[config.mk]
export PLATFORM = sky130hd
export DESIGN_NAME = tlb_with_two_level_page_walk
export DESIGN_NICKNAME = d
export VERILOG_FILES = /design/src/hw/rtl/tlbw_pkg.sv /design/src/hw/rtl/tlbw_ram.sv /design/src/hw/rtl/tlbw_ctrl.sv /design/src/hw/rtl/tlbw_dp.sv /design/src/hw/rtl/tlb_with_two_level_page_walk.sv
export VERILOG_INCLUDE_DIRS = /design/src /design/src/hw/rtl
export SDC_FILE = /design/constraint.sdc
export NUM_CORES = 2
export LEC_CHECK = 0
export ABC_AREA = 1
export BUFFER_PORTS_ARGS = -buffer_cell sky130_fd_sc_hd__clkbuf_2
export CORE_UTILIZATION = 34
export DETAILED_ROUTE_END_ITERATION = 8
export HOLD_SLACK_MARGIN = 0.1
export PLACE_DENSITY_LB_ADDON = 0.05
export SLEW_MARGIN = 20
export SYNTH_ARGS = -nofsm -noshare
export SYNTH_HDL_FRONTEND = slang
export SYNTH_SLANG_ARGS = --single-unit
export TNS_END_PERCENT = 5
[constraint.sdc]
create_clock -name clk -period 10.1 [get_ports clk]
set_input_delay 1.01 -clock clk [delete_from_list [all_inputs] [get_ports clk]]
set_output_delay 1.01 -clock clk [all_outputs]
set_load 0.05 [all_outputs]
[src/hw/rtl/tlb_with_two_level_page_walk_macros.svh]
// Assertion macros shared by the TLB page-walk RTL.
`ifndef TLB_WITH_TWO_LEVEL_PAGE_WALK_MACROS_SVH
`define TLB_WITH_TWO_LEVEL_PAGE_WALK_MACROS_SVH
`ifndef NO_ASSERTIONS
// Same-cycle implication.
`define TLBW_ASSERT_IMP(label, clk, rst, ante, cons) \
  label: assert property (@(posedge clk) disable iff (rst) (ante) |-> (cons)) \
    else $error("tlbw: same-cycle check failed");
// Next-cycle implication.
`define TLBW_ASSERT_NXT(label, clk, rst, ante, cons) \
  label: assert property (@(posedge clk) disable iff (rst) (ante) |=> (cons)) \
    else $error("tlbw: next-cycle check failed");
`else
`define TLBW_ASSERT_IMP(label, clk, rst, ante, cons)
`define TLBW_ASSERT_NXT(label, clk, rst, ante, cons)
`endif
`endif

[src/hw/rtl/tlbw_pkg.sv]
// Shared constants, codes and control/status types of the TLB page-walk block.
package tlbw_pkg;

  localparam int TLB_ENTRIES = 64;
  localparam int IDX_W       = $clog2(TLB_ENTRIES);
  localparam int ADDR_W      = 32;
  localparam int OFF_W       = 12;
  localparam int VPN_W       = ADDR_W - OFF_W;
  localparam int FRAME_W     = 20;
  localparam int DIR_IDX_W   = 10;
  localparam int LFSR_W      = 8;
  localparam logic [LFSR_W-1:0] LFSR_SEED = 8'h01;

  // Configuration register indexes
  localparam int CFG_IDX_W = 1;
  localparam int CFG_W     = 20;
  localparam logic [CFG_IDX_W-1:0] CFG_PAGING   = 1'b0;
  localparam logic [CFG_IDX_W-1:0] CFG_DIR_BASE = 1'b1;

  // Request modes and result kinds
  localparam logic MODE_TRANSLATE = 1'b0;
  localparam logic MODE_RESPONSE  = 1'b1;
  localparam logic KIND_PHYS      = 1'b0;
  localparam logic KIND_READ      = 1'b1;

  typedef enum logic [2:0] {
    RES_PASS,     // linear address unchanged
    RES_PENDING,  // pending linear address (entry not present)
    RES_DIR_REQ,  // read request for directory entry
    RES_TBL_REQ,  // read request for table entry
    RES_FILLED,   // translation from completed walk
    RES_HIT       // translation from TLB frame RAM
  } res_sel_t;

  typedef struct packed {
    logic     cap_in;
    logic     pend_load;
    logic     ram_rd;
    logic     fill;
    logic     res_load;
    res_sel_t res_sel;
    logic     out_load;
  } tlbw_cmd_t;

  typedef struct packed {
    logic mode;
    logic paging;
    logic hit;
    logic present;
    logic out_free;
  } tlbw_sts_t;

endpackage

[src/hw/rtl/tlbw_ram.sv]
// Generic single-write, single-read RAM with registered read data.
module tlbw_ram #(
  parameter int WIDTH = 8,
  parameter int DEPTH = 16
) (
  input  logic                     clk,
  input  logic                     we,
  input  logic [$clog2(DEPTH)-1:0] waddr,
  input  logic [WIDTH-1:0]         wdata,
  input  logic                     re,
  input  logic [$clog2(DEPTH)-1:0] raddr,
  output logic [WIDTH-1:0]         rdata
);

  logic [WIDTH-1:0] mem [DEPTH];

  always_ff @(posedge clk) begin
    if (we) begin
      mem[waddr] <= wdata;
    end
    if (re) begin
      rdata <= mem[raddr];
    end
  end

endmodule

[src/hw/rtl/tlbw_ctrl.sv]
// Controller: request sequencing and page-walk phase tracking.
`include "tlb_with_two_level_page_walk_macros.svh"

module tlbw_ctrl import tlbw_pkg::*; (
  input  logic      clk,
  input  logic      rst,
  input  logic      request_valid,
  output logic      request_ready,
  input  tlbw_sts_t sts,
  output tlbw_cmd_t cmd
);

  typedef enum logic [1:0] {ST_IDLE, ST_EVAL, ST_HITRD, ST_SEND} state_t;
  typedef enum logic [1:0] {WALK_IDLE, WALK_DIR, WALK_TABLE} walk_t;

  state_t state, state_next;
  walk_t  walk_phase, walk_phase_next;

  assign request_ready = (state == ST_IDLE);

  always_comb begin
    cmd.cap_in      = 1'b0;
    cmd.pend_load   = 1'b0;
    cmd.ram_rd      = 1'b0;
    cmd.fill        = 1'b0;
    cmd.res_load    = 1'b0;
    cmd.res_sel     = RES_PASS;
    cmd.out_load    = 1'b0;
    state_next      = state;
    walk_phase_next = walk_phase;
    unique case (state)
      ST_IDLE: begin
        if (request_valid) begin
          cmd.cap_in = 1'b1;
          state_next = ST_EVAL;
        end
      end
      ST_EVAL: begin
        state_next = ST_SEND;
        if (sts.mode == MODE_TRANSLATE) begin
          walk_phase_next = WALK_IDLE;
          if (!sts.paging) begin
            cmd.res_load = 1'b1;
            cmd.res_sel  = RES_PASS;
          end else if (sts.hit) begin
            cmd.ram_rd = 1'b1;
            state_next = ST_HITRD;
          end else begin
            cmd.pend_load   = 1'b1;
            cmd.res_load    = 1'b1;
            cmd.res_sel     = RES_DIR_REQ;
            walk_phase_next = WALK_DIR;
          end
        end else begin
          unique case (walk_phase)
            WALK_DIR: begin
              cmd.res_load = 1'b1;
              if (sts.present) begin
                cmd.res_sel     = RES_TBL_REQ;
                walk_phase_next = WALK_TABLE;
              end else begin
                cmd.res_sel     = RES_PENDING;
                walk_phase_next = WALK_IDLE;
              end
            end
            WALK_TABLE: begin
              cmd.res_load    = 1'b1;
              walk_phase_next = WALK_IDLE;
              if (sts.present) begin
                cmd.fill    = 1'b1;
                cmd.res_sel = RES_FILLED;
              end else begin
                cmd.res_sel = RES_PENDING;
              end
            end
            default: begin
              // stray response: dropped, no result
              walk_phase_next = WALK_IDLE;
              state_next      = ST_IDLE;
            end
          endcase
        end
      end
      ST_HITRD: begin
        cmd.res_load = 1'b1;
        cmd.res_sel  = RES_HIT;
        state_next   = ST_SEND;
      end
      ST_SEND: begin
        if (sts.out_free) begin
          cmd.out_load = 1'b1;
          state_next   = ST_IDLE;
        end
      end
      default: state_next = ST_IDLE;
    endcase
  end

  always_ff @(posedge clk) begin
    if (rst) begin
      state      <= ST_IDLE;
      walk_phase <= WALK_IDLE;
    end else begin
      state      <= state_next;
      walk_phase <= walk_phase_next;
    end
  end

  `TLBW_ASSERT_NXT(a_hitrd_to_send, clk, rst, state == ST_HITRD, state == ST_SEND)
  `TLBW_ASSERT_IMP(a_table_after_dir, clk, rst,
                   walk_phase == WALK_TABLE && $past(walk_phase) != WALK_TABLE,
                   $past(walk_phase) == WALK_DIR)
  `TLBW_ASSERT_IMP(a_fill_on_table, clk, rst, cmd.fill,
                   walk_phase == WALK_TABLE && sts.present && sts.mode == MODE_RESPONSE)

endmodule

[src/hw/rtl/tlbw_dp.sv]
// Datapath: config registers, TLB tags and valid bits, frame RAM, result registers.
`include "tlb_with_two_level_page_walk_macros.svh"

module tlbw_dp import tlbw_pkg::*; (
  input  logic                 clk,
  input  logic                 rst,
  input  logic                 cfg_we,
  input  logic [CFG_IDX_W-1:0] cfg_index,
  input  logic [CFG_W-1:0]     cfg_data,
  input  logic                 mode,
  input  logic [ADDR_W-1:0]    linear_address,
  input  logic [ADDR_W-1:0]    read_data,
  input  logic                 result_ready,
  output logic                 result_valid,
  output logic                 kind,
  output logic [ADDR_W-1:0]    address,
  output logic                 tlb_hit,
  input  tlbw_cmd_t            cmd,
  output tlbw_sts_t            sts
);

  logic                 paging_enabled;
  logic [FRAME_W-1:0]   directory_base_frame;
  logic                 in_mode;
  logic [ADDR_W-1:0]    in_lin;
  logic [ADDR_W-1:0]    in_data;
  logic [ADDR_W-1:0]    pending_linear;
  logic [TLB_ENTRIES-1:0] entry_valid;
  logic [VPN_W-1:0]     entry_tag [TLB_ENTRIES];
  logic [LFSR_W-1:0]    victim_lfsr;
  logic [LFSR_W-1:0]    lfsr_next;
  logic [LFSR_W:0]      victim_wide;
  logic [IDX_W-1:0]     victim_slot;
  logic                 match_any;
  logic [IDX_W-1:0]     hit_idx;
  logic                 free_any;
  logic [IDX_W-1:0]     free_idx;
  logic [IDX_W-1:0]     fill_slot;
  logic [FRAME_W-1:0]   ram_rdata;
  logic                 res_kind;
  logic [ADDR_W-1:0]    res_addr;
  logic                 res_hit;

  // config registers
  always_ff @(posedge clk) begin
    if (rst) begin
      paging_enabled       <= 1'b0;
      directory_base_frame <= '0;
    end else if (cfg_we) begin
      if (cfg_index == CFG_PAGING) begin
        paging_enabled <= cfg_data[0];
      end else if (cfg_index == CFG_DIR_BASE) begin
        directory_base_frame <= cfg_data[FRAME_W-1:0];
      end
    end
  end

  // request capture and pending walk address
  always_ff @(posedge clk) begin
    if (cmd.cap_in) begin
      in_mode <= mode;
      in_lin  <= linear_address;
      in_data <= read_data;
    end
  end

  always_ff @(posedge clk) begin
    if (rst) begin
      pending_linear <= '0;
    end else if (cmd.pend_load) begin
      pending_linear <= in_lin;
    end
  end

  // parallel tag compare, lowest index wins; lowest free slot
  always_comb begin
    match_any = 1'b0;
    hit_idx   = '0;
    free_any  = 1'b0;
    free_idx  = '0;
    for (int i = TLB_ENTRIES - 1; i >= 0; i--) begin
      if (entry_valid[i] && entry_tag[i] == in_lin[ADDR_W-1:OFF_W]) begin
        match_any = 1'b1;
        hit_idx   = IDX_W'(i);
      end
      if (!entry_valid[i]) begin
        free_any = 1'b1;
        free_idx = IDX_W'(i);
      end
    end
  end

  // victim LFSR, taps 8,6,5,4
  always_comb begin
    lfsr_next = {victim_lfsr[LFSR_W-2:0],
                 victim_lfsr[7] ^ victim_lfsr[5] ^ victim_lfsr[4] ^ victim_lfsr[3]};
    if (lfsr_next == '0) begin
      lfsr_next = LFSR_SEED;
    end
    victim_wide = {1'b0, lfsr_next} % (LFSR_W+1)'(TLB_ENTRIES);
    victim_slot = victim_wide[IDX_W-1:0];
  end

  assign fill_slot = free_any ? free_idx : victim_slot;

  always_ff @(posedge clk) begin
    if (rst) begin
      entry_valid <= '0;
      victim_lfsr <= LFSR_SEED;
    end else if (cmd.fill) begin
      entry_valid[fill_slot] <= 1'b1;
      if (!free_any) begin
        victim_lfsr <= lfsr_next;
      end
    end
  end

  always_ff @(posedge clk) begin
    if (cmd.fill) begin
      entry_tag[fill_slot] <= pending_linear[ADDR_W-1:OFF_W];
    end
  end

  tlbw_ram #(
    .WIDTH (FRAME_W),
    .DEPTH (TLB_ENTRIES)
  ) u_frame_ram (
    .clk   (clk),
    .we    (cmd.fill),
    .waddr (fill_slot),
    .wdata (in_data[ADDR_W-1:OFF_W]),
    .re    (cmd.ram_rd),
    .raddr (hit_idx),
    .rdata (ram_rdata)
  );

  // result staging
  always_ff @(posedge clk) begin
    if (cmd.res_load) begin
      res_hit <= 1'b0;
      unique case (cmd.res_sel)
        RES_PASS: begin
          res_kind <= KIND_PHYS;
          res_addr <= in_lin;
        end
        RES_PENDING: begin
          res_kind <= KIND_PHYS;
          res_addr <= pending_linear;
        end
        RES_DIR_REQ: begin
          res_kind <= KIND_READ;
          res_addr <= {directory_base_frame, {OFF_W{1'b0}}}
                    + {{(ADDR_W-DIR_IDX_W-2){1'b0}},
                       in_lin[ADDR_W-1:ADDR_W-DIR_IDX_W], 2'b00};
        end
        RES_TBL_REQ: begin
          res_kind <= KIND_READ;
          res_addr <= {in_data[ADDR_W-1:OFF_W], {OFF_W{1'b0}}}
                    + {{(ADDR_W-DIR_IDX_W-2){1'b0}},
                       pending_linear[OFF_W+DIR_IDX_W-1:OFF_W], 2'b00};
        end
        RES_FILLED: begin
          res_kind <= KIND_PHYS;
          res_addr <= {in_data[ADDR_W-1:OFF_W], pending_linear[OFF_W-1:0]};
        end
        RES_HIT: begin
          res_kind <= KIND_PHYS;
          res_addr <= {ram_rdata, in_lin[OFF_W-1:0]};
          res_hit  <= 1'b1;
        end
        default: begin
          res_kind <= KIND_PHYS;
          res_addr <= in_lin;
        end
      endcase
    end
  end

  // output register
  always_ff @(posedge clk) begin
    if (rst) begin
      result_valid <= 1'b0;
    end else if (cmd.out_load) begin
      result_valid <= 1'b1;
    end else if (result_ready) begin
      result_valid <= 1'b0;
    end
  end

  always_ff @(posedge clk) begin
    if (cmd.out_load) begin
      kind    <= res_kind;
      address <= res_addr;
      tlb_hit <= res_hit;
    end
  end

  assign sts.mode     = in_mode;
  assign sts.paging   = paging_enabled;
  assign sts.hit      = match_any;
  assign sts.present  = in_data[0];
  assign sts.out_free = !result_valid || result_ready;

  `TLBW_ASSERT_NXT(a_fill_sets_valid, clk, rst, cmd.fill, entry_valid[$past(fill_slot)])
  `TLBW_ASSERT_IMP(a_lfsr_nonzero, clk, rst, 1'b1, victim_lfsr != '0)
  `TLBW_ASSERT_NXT(a_free_fill_keeps_lfsr, clk, rst, cmd.fill && free_any,
                   $stable(victim_lfsr))
  `TLBW_ASSERT_IMP(a_ram_read_on_hit, clk, rst, cmd.ram_rd, match_any && paging_enabled)

endmodule

[src/hw/rtl/tlb_with_two_level_page_walk.sv]
// Top level: fully associative TLB with a two-level page walk.
//
//  channel  | handshake                     | payload
//  ---------+-------------------------------+-----------------------------------
//  request  | request_valid / request_ready | mode, linear_address, read_data
//  result   | result_valid / result_ready   | kind, address, tlb_hit
//  config   | cfg_we (no wait)              | cfg_index, cfg_data
//
// Steps: accept, evaluate, load output; a TLB hit adds a step, the registered
//   read of the frame RAM. A new request is taken only once the last is loaded.
// The 64 tags sit in flops and are compared in parallel in the evaluate cycle.
// A result waits in the output register; the next request is accepted meanwhile,
//   and that request stalls in its send step until the output register frees.
// Reset clears all valid bits at once; there is no clearing pass.
// A response request with no walk pending is dropped in its evaluate step, no result.

module tlb_with_two_level_page_walk import tlbw_pkg::*; (
  input  logic                 clk,
  input  logic                 rst,
  input  logic                 cfg_we,
  input  logic [CFG_IDX_W-1:0] cfg_index,
  input  logic [CFG_W-1:0]     cfg_data,
  input  logic                 request_valid,
  output logic                 request_ready,
  input  logic                 mode,
  input  logic [ADDR_W-1:0]    linear_address,
  input  logic [ADDR_W-1:0]    read_data,
  output logic                 result_valid,
  input  logic                 result_ready,
  output logic                 kind,
  output logic [ADDR_W-1:0]    address,
  output logic                 tlb_hit
);

  tlbw_cmd_t cmd;
  tlbw_sts_t sts;

  // sequencing and walk phase
  tlbw_ctrl u_ctrl (
    .clk           (clk),
    .rst           (rst),
    .request_valid (request_valid),
    .request_ready (request_ready),
    .sts           (sts),
    .cmd           (cmd)
  );

  // tags, frame RAM, address formation, output register
  tlbw_dp u_dp (
    .clk            (clk),
    .rst            (rst),
    .cfg_we         (cfg_we),
    .cfg_index      (cfg_index),
    .cfg_data       (cfg_data),
    .mode           (mode),
    .linear_address (linear_address),
    .read_data      (read_data),
    .result_ready   (result_ready),
    .result_valid   (result_valid),
    .kind           (kind),
    .address        (address),
    .tlb_hit        (tlb_hit),
    .cmd            (cmd),
    .sts            (sts)
  );

endmodule
Yosys cells after proc, flatten, opt, wreduce, memory -nomap -nowiden
Memories as Yosys holds them, arrays and structs flattened. A register that Yosys moved wholly into a read port is not among the register bits.
Index checks and enable logic that the tools add are counted.
{ "op_classes": {"reduce_logical": 76, "n_mux": 298, "n_eq_ne": 76, "add_sub_neg": 2, "n_bitwise": 6, "order_cmp": 2} }
{ "ops": {"columns": ["op", "n"], "rows": [
  ["20-bit == test", 64],
  ["6-bit 2-to-1 mux", 129],
  ["32-bit case mux with 5 select lines", 1],
  ["1-bit 2-to-1 mux", 146],
  ["1-bit logical AND", 65],
  ["32-bit by 12-bit adder with 32-bit output", 2],
  ["64-bit OR", 1],
  ["2-bit 2-to-1 mux", 12],
  ["4-bit case mux with 2 select lines", 2],
  ["4-bit 2-to-1 mux", 3],
  ["8-bit logical NOT", 1],
  ["8-bit 2-to-1 mux", 1],
  ["2-bit case mux with 4 select lines", 1],
  ["2-bit AND reduction", 4],
  ["6-bit by 7-bit less-than comparator with 1-bit output (second input constant)", 1],
  ["1-bit demux with 6-bit select", 1],
  ["2-bit == test (second input constant)", 3],
  ["3-bit by 2-bit == test with 1-bit output (second input constant)", 2],
  ["3-bit == test (second input constant)", 2],
  ["6-bit by 1-bit greater-or-equal comparator with 1-bit output (second input constant)", 1],
  ["3-bit 2-to-1 mux", 2],
  ["2-bit by 1-bit == test with 1-bit output (second input constant)", 2],
  ["2-bit inequality test (second input constant)", 2],
  ["2-bit OR reduction", 2],
  ["7 further kinds", 10]
]} }
{ "word_totals": {"input_bits": 91, "n_memories": 2, "output_inout_bits": 36, "regBits": 263, "ramBits": 2560, "word_cells": 479} }
{ "memory_table": {"columns": ["memory", "words", "word_bits", "read_ports", "rd_ports_with_merged_regs", "write_ports", "line_no", "text"], "rows": [
  ["u_dp.entry_tag", 64, 20, 64, 0, 1, "tlbw_dp.sv:29", "logic [VPN_W-1:0] entry_tag [TLB_ENTRIES];"],
  ["u_dp.u_frame_ram.mem", 64, 20, 1, 1, 1, "tlbw_ram.sv:15", "logic [WIDTH-1:0] mem [DEPTH];"]
]} }

Depth between registers and ports, before layout
An unclocked memory read counts as a cell.
{ "logic_depth": {"ltp_word": 74, "depth_mapped": 82, "mapped_depth_nobuf": 79} }

Modules after synthesis
A second synthesis with hierarchy kept.
{ "unflattened": {"cells_unflattened": 9589, "area_unflattened_um2": 117008.5} }
{ "modules_own_cells": {"columns": ["mod", "instances", "area_each_um2", "seq_area_each_um2", "cells_per_inst"], "rows": [
  ["tlbw_dp", 1, 64285.4, 44622.8, 5151],
  ["tlbw_ram", 1, 52323.9, 39037.4, 4373],
  ["tlbw_ctrl", 1, 399.1, 80.1, 65]
]} }

Worst setup path before layout
OpenSTA, ideal clock, no wires.
{ "synth_path": {"kind": "flip-flop to flip-flop", "start": "register u_dp.entry_valid[63]", "end": "memory u_dp.entry_tag[0][0] (netlist bit) (enable)", "t_required_ns": 9.613, "path_stages_with_launch": 37, "n_path_buf": 0, "t_arrival_ns": 6.259, "period_less_slack_ns": 6.746, "setup_time_ns": 0.487, "slack_ns": 3.354, "cell_sequence": "dfxtp_1 -> o21ai_0 -> a21oi_1 -> o21ai_0 -> a21oi_1 -> o21ai_0 -> a21oi_1 -> o21ai_0 -> a21oi_1 -> o21ai_0 -> a21oi_1 -> o21ai_0 -> a21oi_1 -> o21ai_0 -> a21oi_1 -> o21ai_0 -> a21oi_1 -> o21ai_0 -> a21oi_1 -> o21ai_0 -> a21oi_1 -> o21ai_0 -> a21oi_1 -> o21ai_0 -> a21oi_1 -> o21ai_0 -> a21oi_1 -> o21ai_0 -> a21oi_1 -> o21ai_0 -> a21oi_1 -> o21ai_0 -> nand2_1 -> nand2_1 -> inv_1 -> nand2_1 -> nor3_1"} }
{ "synth_via": {"elab_chain_cells": 65, "word_cells_on_any_way": 129, "cone_classes": "mux (129)"} }
{ "synth_lines": {"columns": ["item", "line_no", "text"], "rows": [
  ["from (decl)", "tlbw_dp.sv:28", "logic [TLB_ENTRIES-1:0] entry_valid;"],
  ["from (signal assigned)", "tlbw_dp.sv:108", "entry_valid <= '0;"],
  ["from (signal, indexed assignment)", "tlbw_dp.sv:111", "entry_valid[fill_slot] <= 1'b1;"],
  ["6-bit 2-to-1 mux / 1-bit 2-to-1 mux (equally long branches) (64 in a row)", "tlbw_dp.sv:86", "if (!entry_valid[i]) begin"],
  ["6-bit 2-to-1 mux (*)", "tlbw_dp.sv:104", "assign fill_slot = free_any ? free_idx : victim_slot;"],
  ["to (decl)", "tlbw_dp.sv:29", null]
]} }
Every way passes the cells marked *; elsewhere a longest branch is shown, timed or not.

Worst setup path after layout
{ "layout_path": {"start": "register u_dp.in_lin[26]", "end": "register u_dp.u_frame_ram.rdata[11], read port of u_dp.u_frame_ram.mem (data pin)"} }
{ "layout_via": {"elab_chain_cells": 70, "word_cells_on_any_way": 260, "cone_classes": "eq/ne (64); mux (132); reduce/logical (64)"} }
{ "layout_lines": {"columns": ["item", "line_no", "text"], "rows": [
  ["from (decl)", "tlbw_dp.sv:25", "logic [ADDR_W-1:0] in_lin;"],
  ["from (signal assigned)", "tlbw_dp.sv:62", "in_lin <= linear_address;"],
  ["20-bit == test", "tlbw_dp.sv:82", "if (entry_valid[i] && entry_tag[i] == in_lin[ADDR_W-1:OFF_W]) begin"],
  ["1-bit logical AND", "tlbw_dp.sv:82", null],
  ["1-bit 2-to-1 mux (64 in a row)", "tlbw_dp.sv:82", null],
  ["1-bit 2-to-1 mux", "tlbw_ctrl.sv:45", "end else if (sts.hit) begin"],
  ["2-bit 2-to-1 mux", "tlbw_ctrl.sv:42", "if (!sts.paging) begin"],
  ["2-bit 2-to-1 mux", "tlbw_ctrl.sv:40", "if (sts.mode == MODE_TRANSLATE) begin"],
  ["3-bit 2-to-1 mux", "tlbw_ctrl.sv:31", "unique case (state)"],
  ["to (decl)", "tlbw_ram.sv:12", "output logic [WIDTH-1:0] rdata"]
]} }
Parallel ways exist; a longest one is shown, timed or not.
A chain may end at the register's enable or synchronous reset.

==> flow_summary_export.csv <==
group,metric,value,unit
run_status,status,"finished clean",
clock_tree,clk_pin_slew_worst_paths,0.06,ns
synth,synth_nets,9570,
worst_setup_path,critPathMaxStageDelay,0.63,ns
clock_tree,cts.sinks,2832,
sta,final_hold_viol_count,0,
die,rows,215,
die,start_util,0.342,
sta,finalSetupViolCount,0,
place,hpwlAfterDp,266,mm
clock_tree,cts_max_level,5,
place,gp_congestion,0.846,
sta,relSlewSlack,0.203,
die,die-height,590,um
power,peakVddDrop,0.000137,V
sta,tightest_slew,1.20,ns
drt,ant_nets,0,
finish,fillers,32600,
worst_setup_path,crit_top_cell,"nand2_1",
die,dieArea,349000,um^2
sta,finalMaxSlewViolations,0,
worst_setup_path,worst-setup-path-type,"flop to flop",
worst_setup_path,critPathMaxFanout,120,
global_route,grt_pass1_vias,78300,
finish,nets,9782,
sta,setup-tns-final,0,ns
die,ios,127,
finish,syn2layout_area_growth,15.0,%
worst_setup_path,cp.arrival,9.76,ns
synth,ys_seq_elements,2832,
synth,syn_inst,9473,
worst_setup_path,r2r_cells,72,
global_route,grt_usage,0.263,
finish,drive_above_1_share,0.110,
worst_setup_path,crit_path_end_kind,"flop",
drt,num_vias,80900,
worst_setup_path,worst_path_max_delay_cell,"edfxtp_1",
min_path,min_path_cells,1,
global_route,grt_max_degree,147,
synth,seq_area_frac_synth,0.711,
synth,synth_cell_types,54,
worst_setup_path,crit_family,"simple AND/OR/NAND/NOR gates",
drt,vias_per_cell,5.57,
drt,remaining_drc_errors,0,
die,die_w,590,um
global_route,grt_pass1_wl,643,mm
worst_setup_path,path_depth,72,
worst_setup_path,crit_buf_inv,3,
clock_tree,holdBufCountCts,0,
synth,netlist_area,118000,um^2
sta,fmax,111,MHz
drt,first_pass_iters,6,
clock_tree,tritoncts,"yes",
flow_run,drv_cap,0,
clock_tree,numCtsBuffers,332,
power,power_density,198,nW/um^2
sta,post-route-period-util,0.892,
worst_setup_path,crit_required,10.86,ns
place,io_buffers,115,
power,p_leak,0.0449,uW
drt,drt_iter0_drc,8635,
clock_tree,ctsResizeCount,0,
clock_tree,post_cts_buffers,0,
worst_setup_path,start_kind,"flop",
synth,synth_warnings,0,
global_route,grt_overflow,0,
global_route,grt_antenna_before_repair,25,
clock_tree,clk_latency,0.95,ns
synth,avgSynthCellArea,12.4,um^2
clock_tree,clk_root_buffer_cell,"clkbuf_16",
sta,clock-skew-final,0.0408,ns
drt,wirelength,468,mm
clock_tree,cts_buffer_depth,4,
die,core_area,344000,um^2
drt,wire_per_inst,32.2,um
sta,rsz0062_at_grt,"false",
power,power,26800,uW
min_path,worstHoldPathType,"input port to flop",
sta,min_period,9.01,ns
-- sequential cells by signal, indices dropped and copies added (netlist names), named ones only --
name and cells:
u_ctrl.state 1, u_ctrl.walk_phase 2, u_dp.address 32, u_dp.directory_base_frame 20, u_dp.entry_tag 1280, u_dp.entry_valid 64
u_dp.in_data 21, u_dp.in_lin 32, u_dp.in_mode 1, u_dp.kind 1, u_dp.paging_enabled 1, u_dp.pending_linear 32
u_dp.res_addr 32, u_dp.res_hit 1, u_dp.res_kind 1, u_dp.result_valid 1, u_dp.tlb_hit 1, u_dp.u_frame_ram.mem 1280
u_dp.u_frame_ram.rdata 20, u_dp.victim_lfsr 8
-- Yosys cell counts (all sizes together) --
master | number | area, um^2
edfxtp | 2702 | 81100
nand3 | 1779 | 9000
nand2 | 1745 | 6570
buf | 384 | 2160
o21ai | 378 | 1890
nor2 | 343 | 1290
xor2 | 291 | 2550
inv | 279 | 1050
clkbuf | 230 | 863
o22ai | 207 | 1290
nor4 | 174 | 1090
a21oi | 155 | 776
xnor2 | 147 | 1290
dfxtp | 130 | 2600
a22o | 87 | 762
nand4 | 81 | 507
a221oi | 68 | 596
a211oi | 58 | 435
o2111ai | 42 | 368
a22oi | 30 | 225
a41oi | 20 | 175
o211ai | 20 | 150
or2 | 17 | 106
and3 | 15 | 93.8
nor3 | 14 | 70.1
a2111oi | 10 | 87.6
a221o | 10 | 100
o21a | 9 | 67.6
o221ai | 7 | 61.3
ha | 6 | 75.1
o2111a | 5 | 56.3
a31oi | 4 | 25.0
or4 | 4 | 30.0
a21boi | 3 | 22.5
nand3b | 3 | 22.5
nor4b | 3 | 26.3
o21bai | 3 | 22.5
a211o | 2 | 17.5
clkinv | 2 | 7.51
nor3b | 2 | 15.0
o311ai | 2 | 17.5
o31ai | 2 | 15.0
-- path summary, 6_finish.rpt --
path	start	to	slack [ns]
worst min register to register	u_dp.res_addr[1]$_DFFE_PP_	u_dp.address[1]$_DFFE_PP_	0.42
worst min-delay path	linear_address[4]	u_dp.in_lin[4]$_DFFE_PP_	0.25
worst max-delay path	u_dp.in_lin[26]$_DFFE_PP_	u_dp.u_frame_ram.rdata[11]$_DFFE_PP_	1.09
worst max register to register	u_dp.in_lin[26]$_DFFE_PP_	u_dp.u_frame_ram.rdata[11]$_DFFE_PP_	1.09
-- layout make-up --
class | count | area, um^2 | area share
flip-flops and latches | 2832 | 83800 | 0.619
multi-input cells | 5746 | 30200 | 0.223
clock buffers | 455 | 9160 | 0.0677
well taps | 4557 | 5700 | 0.0421
repair buffers | 492 | 4200 | 0.0310
clock inverters | 149 | 1160 | 0.00860
inverters | 281 | 1110 | 0.00823
diodes | 14 | 35.0 | 0.000259
-- per-stage QoR --
stage          hold slack, ns  area (um^2)  worst slack [ns]   util  std cells
2_1_floorplan           0.400       118000              3.35      -       9473
3_3_place_gp            0.404       125000             0.844  0.363      13900
3_5_place_dp            0.405       125000              1.07  0.363      13900
4_1_cts                 0.178       135000              1.03  0.393      14500
5_1_grt                 0.217       135000             0.459  0.394      14500
6_report                0.249       135000              1.09  0.394      14500
-- cell families after synthesis --
family,share of synthesized area
AND/OR/NAND/NOR,0.160
XOR/XNOR,0.0326
AO/OA/AOI/OAI,0.0609
adder cells (fa/ha/maj),0.000638
flip-flops,0.711
buffers and inverters,0.0347
-- placed cells by master (no fill, tap or decap), types with 87 or more instances in the layout --
cell and instances:
edfxtp_1 2702, nand3_1 1759, nand2_1 1741, o21ai_0 368, clkbuf_16 341, buf_4 319
nor2_1 315, xor2_1 291, inv_1 217, o22ai_1 207, nor4_1 173, a21oi_1 151
xnor2_1 147, clkbuf_2 114, dfxtp_1 110, clkbuf_1 94, a22o_1 87
-- power by group --
group / internal [uW] / switching, uW
registers: 13000 / 106
logic: 436 / 1550
clock network: 6720 / 4980
total: 20200 / 6630
-- metal layers --
layer | track usage | vias up | share of wire | routed length (um)
met1 | 0.355 | 42100 | 0.43 | 202000
li1 | - | 35400 | - | -
met4 | 0.0726 | 0 | 0.029 | 13400
met3 | 0.0235 | 621 | 0.050 | 23500
met2 | 0.452 | 2815 | 0.49 | 229000
met5 | 0 | - | 0 | 0
No activity file was read; power rests on OpenSTA's default activity.
